==> src/rtl/wsfd_pkg.sv <==
// ----------------------------------------------------------------------------
// wsfd_pkg
// Shared constants, codes and control structs of the wheel speed to fan duty block.
// ----------------------------------------------------------------------------
package wsfd_pkg;

   localparam int DUTY_BITS = 10;
   localparam int QBITS     = (DUTY_BITS + 1 > 14) ? DUTY_BITS + 1 : 14;
   localparam int NUM_W     = 60;
   localparam int DEN_W     = 35;
   localparam int CNT_W     = $clog2(QBITS + 1);
   localparam logic [DUTY_BITS-1:0] DUTY_FULL = {DUTY_BITS{1'b1}};

   localparam logic [7:0] FLAG_WHEEL    = 8'h01;
   localparam logic [7:0] WHEEL_MIN_LEN = 8'd7;

   typedef enum logic [2:0] {
      ST_UPDATED  = 3'd0,
      ST_FIRST    = 3'd1,
      ST_NO_WHEEL = 3'd2,
      ST_SHORT    = 3'd3,
      ST_ZERO_INT = 3'd4
   } status_type;

   typedef enum logic [2:0] {
      REG_CIRC      = 3'd0,
      REG_MIN_SPEED = 3'd1,
      REG_MAX_SPEED = 3'd2,
      REG_SPEED_CAP = 3'd3,
      REG_FLOOR_PCT = 3'd4,
      REG_CURVE_PCT = 3'd5
   } reg_index_type;

   typedef struct packed {
      logic capture;
      logic mul;
      logic div_start_spd;
      logic div_start_duty;
      logic spd_write;
      logic sq;
      logic dmul;
      logic duty_zero;
      logic duty_full;
      logic duty_write;
      logic out_load;
   } cmd_type;

   typedef struct packed {
      status_type cls;
      logic       div_done;
      logic       spd_zero;
      logic       spd_below;
      logic       curve_empty;
   } stat_type;

endpackage

==> src/rtl/wsfd_div.sv <==
// ----------------------------------------------------------------------------
// wsfd_div
// Restoring divider, one quotient bit per cycle; top bit flags overflow.
// ----------------------------------------------------------------------------
module wsfd_div (
   input  logic                          clock,
   input  logic                          reset,
   input  logic                          start,
   input  logic [wsfd_pkg::NUM_W-1:0]    dividend,
   input  logic [wsfd_pkg::DEN_W-1:0]    divisor,
   output logic [wsfd_pkg::QBITS:0]      quotient,
   output logic                          done
);

   localparam int SH_W = wsfd_pkg::DEN_W + wsfd_pkg::QBITS;

   logic [wsfd_pkg::NUM_W-1:0] rem_ff, rem_in;
   logic [SH_W-1:0]            dsh_ff, dsh_in;
   logic [wsfd_pkg::QBITS:0]   q_ff, q_in;
   logic [wsfd_pkg::CNT_W-1:0] cnt_ff, cnt_in;
   logic                       busy_ff, busy_in;
   logic                       done_ff, done_in;
   logic                       ge;

   assign ge = rem_ff >= wsfd_pkg::NUM_W'(dsh_ff);

   always_comb begin
      rem_in  = rem_ff;
      dsh_in  = dsh_ff;
      q_in    = q_ff;
      cnt_in  = cnt_ff;
      busy_in = busy_ff;
      done_in = 1'b0;
      if (start) begin
         rem_in  = dividend;
         dsh_in  = {divisor, {wsfd_pkg::QBITS{1'b0}}};
         q_in    = '0;
         cnt_in  = wsfd_pkg::CNT_W'(wsfd_pkg::QBITS);
         busy_in = 1'b1;
      end else if (busy_ff) begin
         if (ge) begin
            rem_in = rem_ff - wsfd_pkg::NUM_W'(dsh_ff);
         end
         q_in   = {q_ff[wsfd_pkg::QBITS-1:0], ge};
         dsh_in = dsh_ff >> 1;
         cnt_in = cnt_ff - 1'b1;
         if (cnt_ff == '0) begin
            busy_in = 1'b0;
            done_in = 1'b1;
         end
      end
   end

   always_ff @(posedge clock) begin
      rem_ff <= rem_in;
      dsh_ff <= dsh_in;
      q_ff   <= q_in;
      cnt_ff <= cnt_in;
      if (reset) begin
         busy_ff <= 1'b0;
         done_ff <= 1'b0;
      end else begin
         busy_ff <= busy_in;
         done_ff <= done_in;
      end
   end

   assign quotient = q_ff;
   assign done     = done_ff;

endmodule

==> src/rtl/wsfd_dp.sv <==
// ----------------------------------------------------------------------------
// wsfd_dp
// Datapath: config registers, sample history, speed and duty arithmetic.
// ----------------------------------------------------------------------------
module wsfd_dp (
   input  logic                            clock,
   input  logic                            reset,
   input  wsfd_pkg::cmd_type               cmd,
   output wsfd_pkg::stat_type              stat,
   input  wsfd_pkg::status_type            out_status,
   input  logic                            csr_we,
   input  logic [2:0]                      csr_index,
   input  logic [15:0]                     csr_wdata,
   input  logic [7:0]                      req_packet_length,
   input  logic [7:0]                      req_flags,
   input  logic [31:0]                     req_wheel_revs,
   input  logic [15:0]                     req_wheel_event_time,
   output logic [13:0]                     rsp_speed,
   output logic [wsfd_pkg::DUTY_BITS-1:0]  rsp_duty,
   output logic [2:0]                      rsp_status
);

   localparam int DB = wsfd_pkg::DUTY_BITS;
   localparam int QB = wsfd_pkg::QBITS;

   logic [11:0] circ_ff;
   logic [13:0] min_ff, max_ff, cap_ff;
   logic [6:0]  fpct_ff;
   logic [7:0]  cpct_ff;

   logic [31:0] prev_revs_ff;
   logic [15:0] prev_time_ff;
   logic        first_ff;
   logic [13:0] speed_ff, speed_in;
   logic [DB-1:0] duty_ff;

   logic [31:0] drevs_ff;
   logic [15:0] dtime_ff;
   logic [15:0] dtime_c;
   logic [43:0] prod_ff;
   logic [27:0] dsq_ff, xsq_ff;
   logic [34:0] fterm_ff;
   logic [35:0] cterm_ff;

   logic [13:0] out_speed_ff;
   logic [DB-1:0] out_duty_ff;
   logic [2:0]  out_status_ff;

   wsfd_pkg::status_type cls;
   logic [47:0] spd_num;
   logic [22:0] spd_den;
   logic [13:0] d_c, x_c;
   logic [36:0] dsum;
   logic [36+DB:0] duty_num;
   logic [34:0] duty_den;
   logic [wsfd_pkg::NUM_W-1:0] dividend;
   logic [wsfd_pkg::DEN_W-1:0] divisor;
   logic [QB:0]  quot;
   logic [QB-1:0] q_lo;
   logic         div_done;
   logic [DB-1:0] duty_res;

   assign dtime_c = req_wheel_event_time - prev_time_ff;

   always_comb begin
      if (req_packet_length == 8'd0) begin
         cls = wsfd_pkg::ST_SHORT;
      end else if ((req_flags & wsfd_pkg::FLAG_WHEEL) == 8'd0) begin
         cls = wsfd_pkg::ST_NO_WHEEL;
      end else if (req_packet_length < wsfd_pkg::WHEEL_MIN_LEN) begin
         cls = wsfd_pkg::ST_SHORT;
      end else if (first_ff) begin
         cls = wsfd_pkg::ST_FIRST;
      end else if (dtime_c == 16'd0) begin
         cls = wsfd_pkg::ST_ZERO_INT;
      end else begin
         cls = wsfd_pkg::ST_UPDATED;
      end
   end

   assign spd_num  = {1'b0, prod_ff, 3'b000} + {4'b0000, prod_ff};
   assign spd_den  = ({7'd0, dtime_ff} << 6) + ({7'd0, dtime_ff} << 5)
                   + ({7'd0, dtime_ff} << 2);
   assign d_c      = max_ff - min_ff;
   assign x_c      = speed_ff - min_ff;
   assign dsum     = {2'b00, fterm_ff} + {1'b0, cterm_ff};
   assign duty_num = {dsum, {DB{1'b0}}} - (37 + DB)'(dsum);
   assign duty_den = ({7'd0, dsq_ff} << 6) + ({7'd0, dsq_ff} << 5) + ({7'd0, dsq_ff} << 2);

   always_comb begin
      if (cmd.div_start_duty) begin
         dividend = wsfd_pkg::NUM_W'(duty_num);
         divisor  = wsfd_pkg::DEN_W'(duty_den);
      end else begin
         dividend = wsfd_pkg::NUM_W'({spd_num, 12'd0});
         divisor  = wsfd_pkg::DEN_W'(spd_den);
      end
   end

   wsfd_div u_div (
      .clock    (clock),
      .reset    (reset),
      .start    (cmd.div_start_spd | cmd.div_start_duty),
      .dividend (dividend),
      .divisor  (divisor),
      .quotient (quot),
      .done     (div_done)
   );

   assign q_lo = quot[QB-1:0];

   always_comb begin
      if (quot[QB] || (q_lo > QB'(cap_ff))) begin
         speed_in = cap_ff;
      end else begin
         speed_in = q_lo[13:0];
      end
      if (quot[QB] || (q_lo > QB'(wsfd_pkg::DUTY_FULL))) begin
         duty_res = wsfd_pkg::DUTY_FULL;
      end else begin
         duty_res = q_lo[DB-1:0];
      end
   end

   assign stat.cls         = cls;
   assign stat.div_done    = div_done;
   assign stat.spd_zero    = (speed_ff == 14'd0);
   assign stat.spd_below   = (speed_ff < min_ff);
   assign stat.curve_empty = (max_ff <= min_ff);

   always_ff @(posedge clock) begin
      if (reset) begin
         circ_ff      <= 12'd2146;
         min_ff       <= 14'd300;
         max_ff       <= 14'd3500;
         cap_ff       <= 14'd9900;
         fpct_ff      <= 7'd4;
         cpct_ff      <= 8'd98;
         prev_revs_ff <= '0;
         prev_time_ff <= '0;
         first_ff     <= 1'b1;
         speed_ff     <= '0;
         duty_ff      <= '0;
      end else begin
         if (csr_we) begin
            unique case (csr_index)
               wsfd_pkg::REG_CIRC:      circ_ff <= csr_wdata[11:0];
               wsfd_pkg::REG_MIN_SPEED: min_ff  <= csr_wdata[13:0];
               wsfd_pkg::REG_MAX_SPEED: max_ff  <= csr_wdata[13:0];
               wsfd_pkg::REG_SPEED_CAP: cap_ff  <= csr_wdata[13:0];
               wsfd_pkg::REG_FLOOR_PCT: fpct_ff <= csr_wdata[6:0];
               wsfd_pkg::REG_CURVE_PCT: cpct_ff <= csr_wdata[7:0];
               default: ;
            endcase
         end
         if (cmd.capture) begin
            if (cls == wsfd_pkg::ST_FIRST || cls == wsfd_pkg::ST_ZERO_INT
                || cls == wsfd_pkg::ST_UPDATED) begin
               prev_revs_ff <= req_wheel_revs;
               prev_time_ff <= req_wheel_event_time;
               first_ff     <= 1'b0;
            end
            if (cls == wsfd_pkg::ST_ZERO_INT) begin
               speed_ff <= '0;
               duty_ff  <= '0;
            end
         end
         if (cmd.spd_write) begin
            speed_ff <= speed_in;
         end
         if (cmd.duty_zero) begin
            duty_ff <= '0;
         end else if (cmd.duty_full) begin
            duty_ff <= wsfd_pkg::DUTY_FULL;
         end else if (cmd.duty_write) begin
            duty_ff <= duty_res;
         end
      end
   end

   always_ff @(posedge clock) begin
      if (cmd.capture) begin
         drevs_ff <= req_wheel_revs - prev_revs_ff;
         dtime_ff <= dtime_c;
      end
      if (cmd.mul) begin
         prod_ff <= drevs_ff * circ_ff;
      end
      if (cmd.sq) begin
         dsq_ff <= d_c * d_c;
         xsq_ff <= x_c * x_c;
      end
      if (cmd.dmul) begin
         fterm_ff <= fpct_ff * dsq_ff;
         cterm_ff <= cpct_ff * xsq_ff;
      end
      if (cmd.out_load) begin
         out_speed_ff  <= speed_ff;
         out_duty_ff   <= duty_ff;
         out_status_ff <= out_status;
      end
   end

   assign rsp_speed  = out_speed_ff;
   assign rsp_duty   = out_duty_ff;
   assign rsp_status = out_status_ff;

endmodule

==> src/rtl/wsfd_ctrl.sv <==
// ----------------------------------------------------------------------------
// wsfd_ctrl
// Sequencer: steps the datapath through speed and duty and runs the handshakes.
// ----------------------------------------------------------------------------
module wsfd_ctrl (
   input  logic                   clock,
   input  logic                   reset,
   input  logic                   req_valid,
   output logic                   req_ready,
   output logic                   rsp_valid,
   input  logic                   rsp_ready,
   input  wsfd_pkg::stat_type     stat,
   output wsfd_pkg::cmd_type      cmd,
   output wsfd_pkg::status_type   out_status
);

   typedef enum logic [3:0] {
      S_IDLE, S_MUL, S_LDS, S_WDS, S_CHK, S_SQ, S_DMUL, S_LDD, S_WDD, S_DUTY, S_FIN
   } state_type;

   state_type            state_ff, state_in;
   wsfd_pkg::status_type status_ff, status_in;
   logic                 rsp_valid_ff, rsp_valid_in;

   always_comb begin
      state_in     = state_ff;
      status_in    = status_ff;
      rsp_valid_in = rsp_valid_ff & ~rsp_ready;
      cmd          = '0;
      unique case (state_ff)
         S_IDLE: begin
            if (req_valid) begin
               cmd.capture = 1'b1;
               status_in   = stat.cls;
               state_in    = (stat.cls == wsfd_pkg::ST_UPDATED) ? S_MUL : S_FIN;
            end
         end
         S_MUL: begin
            cmd.mul  = 1'b1;
            state_in = S_LDS;
         end
         S_LDS: begin
            cmd.div_start_spd = 1'b1;
            state_in          = S_WDS;
         end
         S_WDS: begin
            if (stat.div_done) begin
               cmd.spd_write = 1'b1;
               state_in      = S_CHK;
            end
         end
         S_CHK: begin
            if (stat.spd_zero) begin
               state_in = S_FIN;
            end else if (stat.spd_below) begin
               cmd.duty_zero = 1'b1;
               state_in      = S_FIN;
            end else if (stat.curve_empty) begin
               cmd.duty_full = 1'b1;
               state_in      = S_FIN;
            end else begin
               state_in = S_SQ;
            end
         end
         S_SQ: begin
            cmd.sq   = 1'b1;
            state_in = S_DMUL;
         end
         S_DMUL: begin
            cmd.dmul = 1'b1;
            state_in = S_LDD;
         end
         S_LDD: begin
            cmd.div_start_duty = 1'b1;
            state_in           = S_WDD;
         end
         S_WDD: begin
            if (stat.div_done) begin
               state_in = S_DUTY;
            end
         end
         S_DUTY: begin
            cmd.duty_write = 1'b1;
            state_in       = S_FIN;
         end
         S_FIN: begin
            if (!rsp_valid_ff || rsp_ready) begin
               cmd.out_load = 1'b1;
               rsp_valid_in = 1'b1;
               state_in     = S_IDLE;
            end
         end
         default: state_in = S_IDLE;
      endcase
   end

   always_ff @(posedge clock) begin
      if (reset) begin
         state_ff     <= S_IDLE;
         status_ff    <= wsfd_pkg::ST_UPDATED;
         rsp_valid_ff <= 1'b0;
      end else begin
         state_ff     <= state_in;
         status_ff    <= status_in;
         rsp_valid_ff <= rsp_valid_in;
      end
   end

   assign req_ready  = (state_ff == S_IDLE);
   assign rsp_valid  = rsp_valid_ff;
   assign out_status = status_ff;

endmodule

==> src/rtl/wheel_speed_to_fan_duty_top.sv <==
// ----------------------------------------------------------------------------
// wheel_speed_to_fan_duty_top
// Converts wheel speed samples into a fan PWM duty.
// ----------------------------------------------------------------------------
// Usage:
//   req_*  : one speed sample item per valid/ready handshake.
//   rsp_*  : one result item per sample: speed (0.01 km/h), duty, status.
//   csr_*  : register writes, index 0..5; always ready. Write only when idle.
// Sequence: a sample with a status other than updated goes straight to the
//   result register; an updated sample runs the speed division, and a second
//   division runs when the duty curve is evaluated; both divisions run on the
//   shared restoring divider, one quotient bit per cycle.
// Flow: one item at a time; req_ready is high only while idle, so a new item
//   is taken only once the last one has moved to the result register.
// Reset: registers take their default values, history is cleared, and the
//   next valid sample is taken as the first one.
// Stall: the result register holds while rsp_ready is low; a finished item
//   waits in the sequencer until the register is free, and req_ready returns
//   once it has moved there.
// ----------------------------------------------------------------------------
module wheel_speed_to_fan_duty_top (
   input  logic                            clock,
   input  logic                            reset,
   input  logic                            req_valid,
   output logic                            req_ready,
   input  logic [7:0]                      req_packet_length,
   input  logic [7:0]                      req_flags,
   input  logic [31:0]                     req_wheel_revs,
   input  logic [15:0]                     req_wheel_event_time,
   output logic                            rsp_valid,
   input  logic                            rsp_ready,
   output logic [13:0]                     rsp_speed,
   output logic [wsfd_pkg::DUTY_BITS-1:0]  rsp_duty,
   output logic [2:0]                      rsp_status,
   input  logic                            csr_valid,
   output logic                            csr_ready,
   input  logic [2:0]                      csr_index,
   input  logic [15:0]                     csr_wdata
);

   wsfd_pkg::cmd_type    cmd;
   wsfd_pkg::stat_type   stat;
   wsfd_pkg::status_type out_status;

   assign csr_ready = 1'b1;

   wsfd_ctrl u_ctrl (
      .clock      (clock),
      .reset      (reset),
      .req_valid  (req_valid),
      .req_ready  (req_ready),
      .rsp_valid  (rsp_valid),
      .rsp_ready  (rsp_ready),
      .stat       (stat),
      .cmd        (cmd),
      .out_status (out_status)
   );

   wsfd_dp u_dp (
      .clock                (clock),
      .reset                (reset),
      .cmd                  (cmd),
      .stat                 (stat),
      .out_status           (out_status),
      .csr_we               (csr_valid & csr_ready),
      .csr_index            (csr_index),
      .csr_wdata            (csr_wdata),
      .req_packet_length    (req_packet_length),
      .req_flags            (req_flags),
      .req_wheel_revs       (req_wheel_revs),
      .req_wheel_event_time (req_wheel_event_time),
      .rsp_speed            (rsp_speed),
      .rsp_duty             (rsp_duty),
      .rsp_status           (rsp_status)
   );

endmodule

==> config.mk <==
export PLATFORM = sky130hd
export DESIGN_NAME = wheel_speed_to_fan_duty_top
export DESIGN_NICKNAME = d
export VERILOG_FILES = /design/src/rtl/wsfd_pkg.sv /design/src/rtl/wsfd_div.sv /design/src/rtl/wsfd_dp.sv /design/src/rtl/wsfd_ctrl.sv /design/src/rtl/wheel_speed_to_fan_duty_top.sv
export SDC_FILE = /design/constraint.sdc
export NUM_CORES = 2
export LEC_CHECK = 0
export BUFFER_PORTS_ARGS = -buffer_cell sky130_fd_sc_hd__buf_4
export CAP_MARGIN = 15
export CORE_ASPECT_RATIO = 1.5
export CORE_MARGIN = 4
export CORE_UTILIZATION = 46
export CTS_CLUSTER_SIZE = 28
export DETAILED_ROUTE_END_ITERATION = 12
export HOLD_SLACK_MARGIN = 0.15
export SLEW_MARGIN = 20
export SYNTH_ARGS = -nofsm -noshare
export SYNTH_HDL_FRONTEND = slang
export SYNTH_SLANG_ARGS = --single-unit
==> constraint.sdc <==
create_clock -name clock -period 13.9 [get_ports clock]
set_input_delay 0.695 -clock clock [delete_from_list [all_inputs] [get_ports clock]]
set_output_delay 0.695 -clock clock [all_outputs]
set_load 0.02 [all_outputs]
==> out/results.tsv <==
stage	metric	value	unit
floorplanning	dieHeight	474.8	um
clock_tree	cts_resized	0	
logic_synthesis	synthCells	7385	
pwr	vdd_ir_drop_max	299.1	uV
logic_synthesis	syn_nets	8980	
min_path	hold_path_class	input port to register	
finish	drive_gt1_share	4.533	%
floorplanning	core	0.1446	mm^2
floorplanning	io_pins	118	
pwr	seqPwrFrac	18.8	%
finish	fillers	13994	
route	drtAntennaViolNets	0	
critical_path	worstPathArrival	10.40	ns
min_path	worstHoldStart	csr_wdata[13]	
pwr	p_clk_share	10.7	%
logic_synthesis	avgSynthCellArea	9.050	um^2
clock_tree	cts_root_buffer	clkbuf_16	
pwr	finalPower	15.81	mW
route	wl_per_cell	19.39	um
placed_design	dpl_worst_slack	4.079	ns
sta	period_minus_slack	9.966	ns
route	drt_iter0_markers	2687	
critical_path	end_kind	register	
finish	finalNetCount	8978	
floorplanning	row_count	171	
sta	fin_worst_skew	0.02253	ns
logic_synthesis	ys_warn_count	0	
clock_tree	clk_latency	0.68	ns
min_path	hold_depth	3	
pwr	netSwitchingFraction	47.07	%
grt	grt_pass1_wl	287.9	mm
finish	syn2layout_area_growth	7.358	%
sta	setup_viol	0	
finish	design_area	0.07175	mm^2
grt	grt_max_degree	72	
sta	hold_viol_final	0	
grt	antenna_found_initial	0	
sta	grt_setup_unrepaired	no	
clock_tree	cts_setup_buffers	0	
critical_path	crit_fanout	9	
floorplanning	start_util	46.21	%
clock_tree	cts.path.max_buffers	3	
logic_synthesis	synth-edff-count	339	
logic_synthesis	ys_top_cells_by_area	fa_1 (25%), edfxtp_1 (15%), ha_1 (12%), inv_1 (6.2%), nand2_1 (5.9%)	
logic_synthesis	synthFlopType	edfxtp_1	
clock_tree	cts_tree	done	
critical_path	worstSetupStartpoint	u_dp.min_ff[1]$_SDFFE_PP0P_	
sta	postLayoutSetupSlackWorst	3.934	ns
critical_path	crit_type	register to register	
pwr	p_leak	32.89	nW
grt	grt_pass1_vias	52863	
placed_design	hpwl	147.6	mm
finish	layout.cells.non_filler	9338	
critical_path	crit-reg2reg-capture	u_dp.xsq_ff[26]$_DFFE_PP_	
sta	worst_pin_slew	1.095	ns
run	drv_cap	0	
logic_synthesis	synth.distinct_cells	92	
clock_tree	htreeDepth	2	
logic_synthesis	synth_top_area_share	25.37	%
grt	grt_overflow_total	0	
sta	finalCritPeriodShare	71.69	%
logic_synthesis	synthArstFlopShare	0	%
critical_path	max_stage_delay	0.69	ns
pwr	combPwrFrac	70.5	%
logic_synthesis	synth_top_area_cell	fa_1	
critical_path	reg2reg_from	u_dp.min_ff[1]$_SDFFE_PP0P_	
logic_synthesis	ys_seq_area_share	20.77	%
placed_design	placed_area	0.06968	mm^2
placed_design	dp_cells	9225	
status	outcome	finished, final reports clean	
critical_path	r2r_setup_slack	3.93	ns
pwr	internal_power	8.367	mW
sta	finalSetupTns	0	ns
placed_design	io_buffers	107	
critical_path	r2r_cells	31	
clock_tree	cts_buffers	59	
route	dr.pass1.iters	6	
sta	drv_slew	0	
clock_tree	cts.sinks	524	
floorplanning	chipWidth	319.2	um
placed_design	gp_congestion	0.9575	
min_path	worst_hold_path.endpoint	u_dp.cap_ff[13]$_SDFFE_PP1P_	
pwr	p_per_area	220.3	mW/mm^2
grt	grt_usage	23.96	%
logic_synthesis	mappedNetlistArea	0.06683	mm^2
critical_path	required	14.33	ns
route	viasPerCell	5.431	
route	vias	50712	
logic_synthesis	synth.most_common_cell	inv_1	
route	drc	0	
route	drt-total-wl	181.0	mm
sta	fmax	100.3	MHz
clock_tree	cts_hold_buf	0	
critical_path	critPathMostFrequentCell	fa_1	
clock_tree	clk_pin_slew	0.06	ns
critical_path	cp-start-kind	register	
logic_synthesis	synth_seq_cells	524	
pwr	p_switching	7.441	mW
sta	relSlewSlack	26.75	%
floorplanning	dieArea	0.1516	mm^2
logic_synthesis	synth_commonest_cells	inv_1 (1105), nand2_1 (1058), fa_1 (847)	
critical_path	crit_slowest_cell	xnor2_1	
-- registers in the layout, indices dropped and copies added (netlist names), 7 cells and up --
register and flops:
u_dp.u_div.quotient 15, u_dp.u_div.dsh_ff 49, u_dp.cap_ff 14, u_dp.min_ff 14, u_dp.dtime_ff 16, u_dp.dsq_ff 27
u_dp.speed_ff 14, u_dp.fterm_ff 35, u_dp.prod_ff 44, u_dp.circ_ff 12, u_dp.duty_ff 10, u_dp.cterm_ff 36
u_dp.rsp_speed 14, u_dp.max_ff 14, u_dp.xsq_ff 27, u_dp.drevs_ff 32, u_dp.u_div.rem_ff 60, u_dp.prev_time_ff 16
u_dp.cpct_ff 8, u_dp.prev_revs_ff 32, u_dp.rsp_duty 10, u_dp.fpct_ff 7
-- area by class of cell --
cell class                 count  area [um^2]  area share (%)
sequential                   524        13880           19.35
multi-input combinational   5506        47920           66.79
clock buffer                  72         1639           2.284
antenna                        1        2.502        0.003488
clock inverter                40        425.4          0.5929
tap                         1903         2381           3.319
timing repair buffer         173         1299           1.810
inverter                    1119         4200           5.854
-- kinds of logic after synthesis --
group	share of synthesized area (%)
AO/OA/AOI/OAI	12.56
XOR/XNOR	5.334
adder cells (fa/ha/maj)	37.73
buffers and inverters	7.620
flip-flops	20.77
multiplexers	0.6028
other	0.005611
AND/OR/NAND/NOR	15.38
-- routing by layer --
metal	wire length [um]	up-vias	global-route usage, %
met5	0	-	0
met4	10930	0	12.08
met3	5759	306	1.869
met2	94250	996	44.51
met1	70080	25229	27.60
li1	-	24181	-
-- critical path, delay by kind of cell (launching register included) --
| family | cells | cell delay [ns] |
|---|---|---|
| simple gates | 5 | 0.77 |
| compound gates | 13 | 3.19 |
| xor+xnor | 2 | 0.85 |
| flops | 1 | 0.44 |
| fa+ha+maj | 8 | 3.63 |
| buf+inv | 3 | 0.82 |
-- cell usage in the layout (no fill, tap or decap), drive strengths merged, types with 14 or more instances in the layout --
cell type,netlist,final
a211o,16,16
a211oi,29,29
a21boi,27,27
a21o,207,207
a21oi,441,441
a31oi,44,44
and2,289,289
and3,27,27
buf,11,173
clkbuf,225,72
clkinv,14,36
dfxtp,185,185
edfxtp,339,339
fa,847,847
ha,660,660
inv,1105,1110
mux2i,38,38
nand2,1058,1058
nand2b,91,91
nand3,104,104
nand3b,27,27
nand4,27,27
nor2,393,393
nor2b,55,55
nor3,70,70
nor4,17,17
o211ai,25,25
o21a,56,56
o21ai,243,243
o21bai,45,45
o221ai,16,16
o22ai,26,26
o2bb2ai,14,14
o31ai,18,18
or2,17,17
or3,23,23
xnor2,279,279
xor2,128,128
-- metrics by stage --
step	utilization (%)	hold WS (ns)
2_1_floorplan	-	0.4079
5_1_grt	49.61	0.2415
3_5_place_dp	48.18	0.4161
6_report	49.61	0.2610
4_1_cts	49.61	0.2087
3_3_place_gp	48.18	0.4183
-- power by group through the flow --
stage	logic, mW	clock network, mW	registers (mW)
final	11.1	1.69	2.98
after global routing	12.7	1.79	3.01
after detailed placement	11.1	0	3.01
after CTS	11.2	1.73	2.98
after floorplan	8.71	0	2.77
after global placement	11.0	0	3.00
-- worst max path at each step --
stage                           endpoint  cells past startpoint
2_1_floorplan  u_dp.dsq_ff[27]$_DFFE_PP_                     35
6_report       u_dp.xsq_ff[26]$_DFFE_PP_                     31
5_1_grt        u_dp.xsq_ff[26]$_DFFE_PP_                     31
3_3_place_gp   u_dp.xsq_ff[26]$_DFFE_PP_                     31
4_1_cts        u_dp.xsq_ff[26]$_DFFE_PP_                     31
3_5_place_dp   u_dp.xsq_ff[26]$_DFFE_PP_                     31
Power figures use the tool's default switching activity.
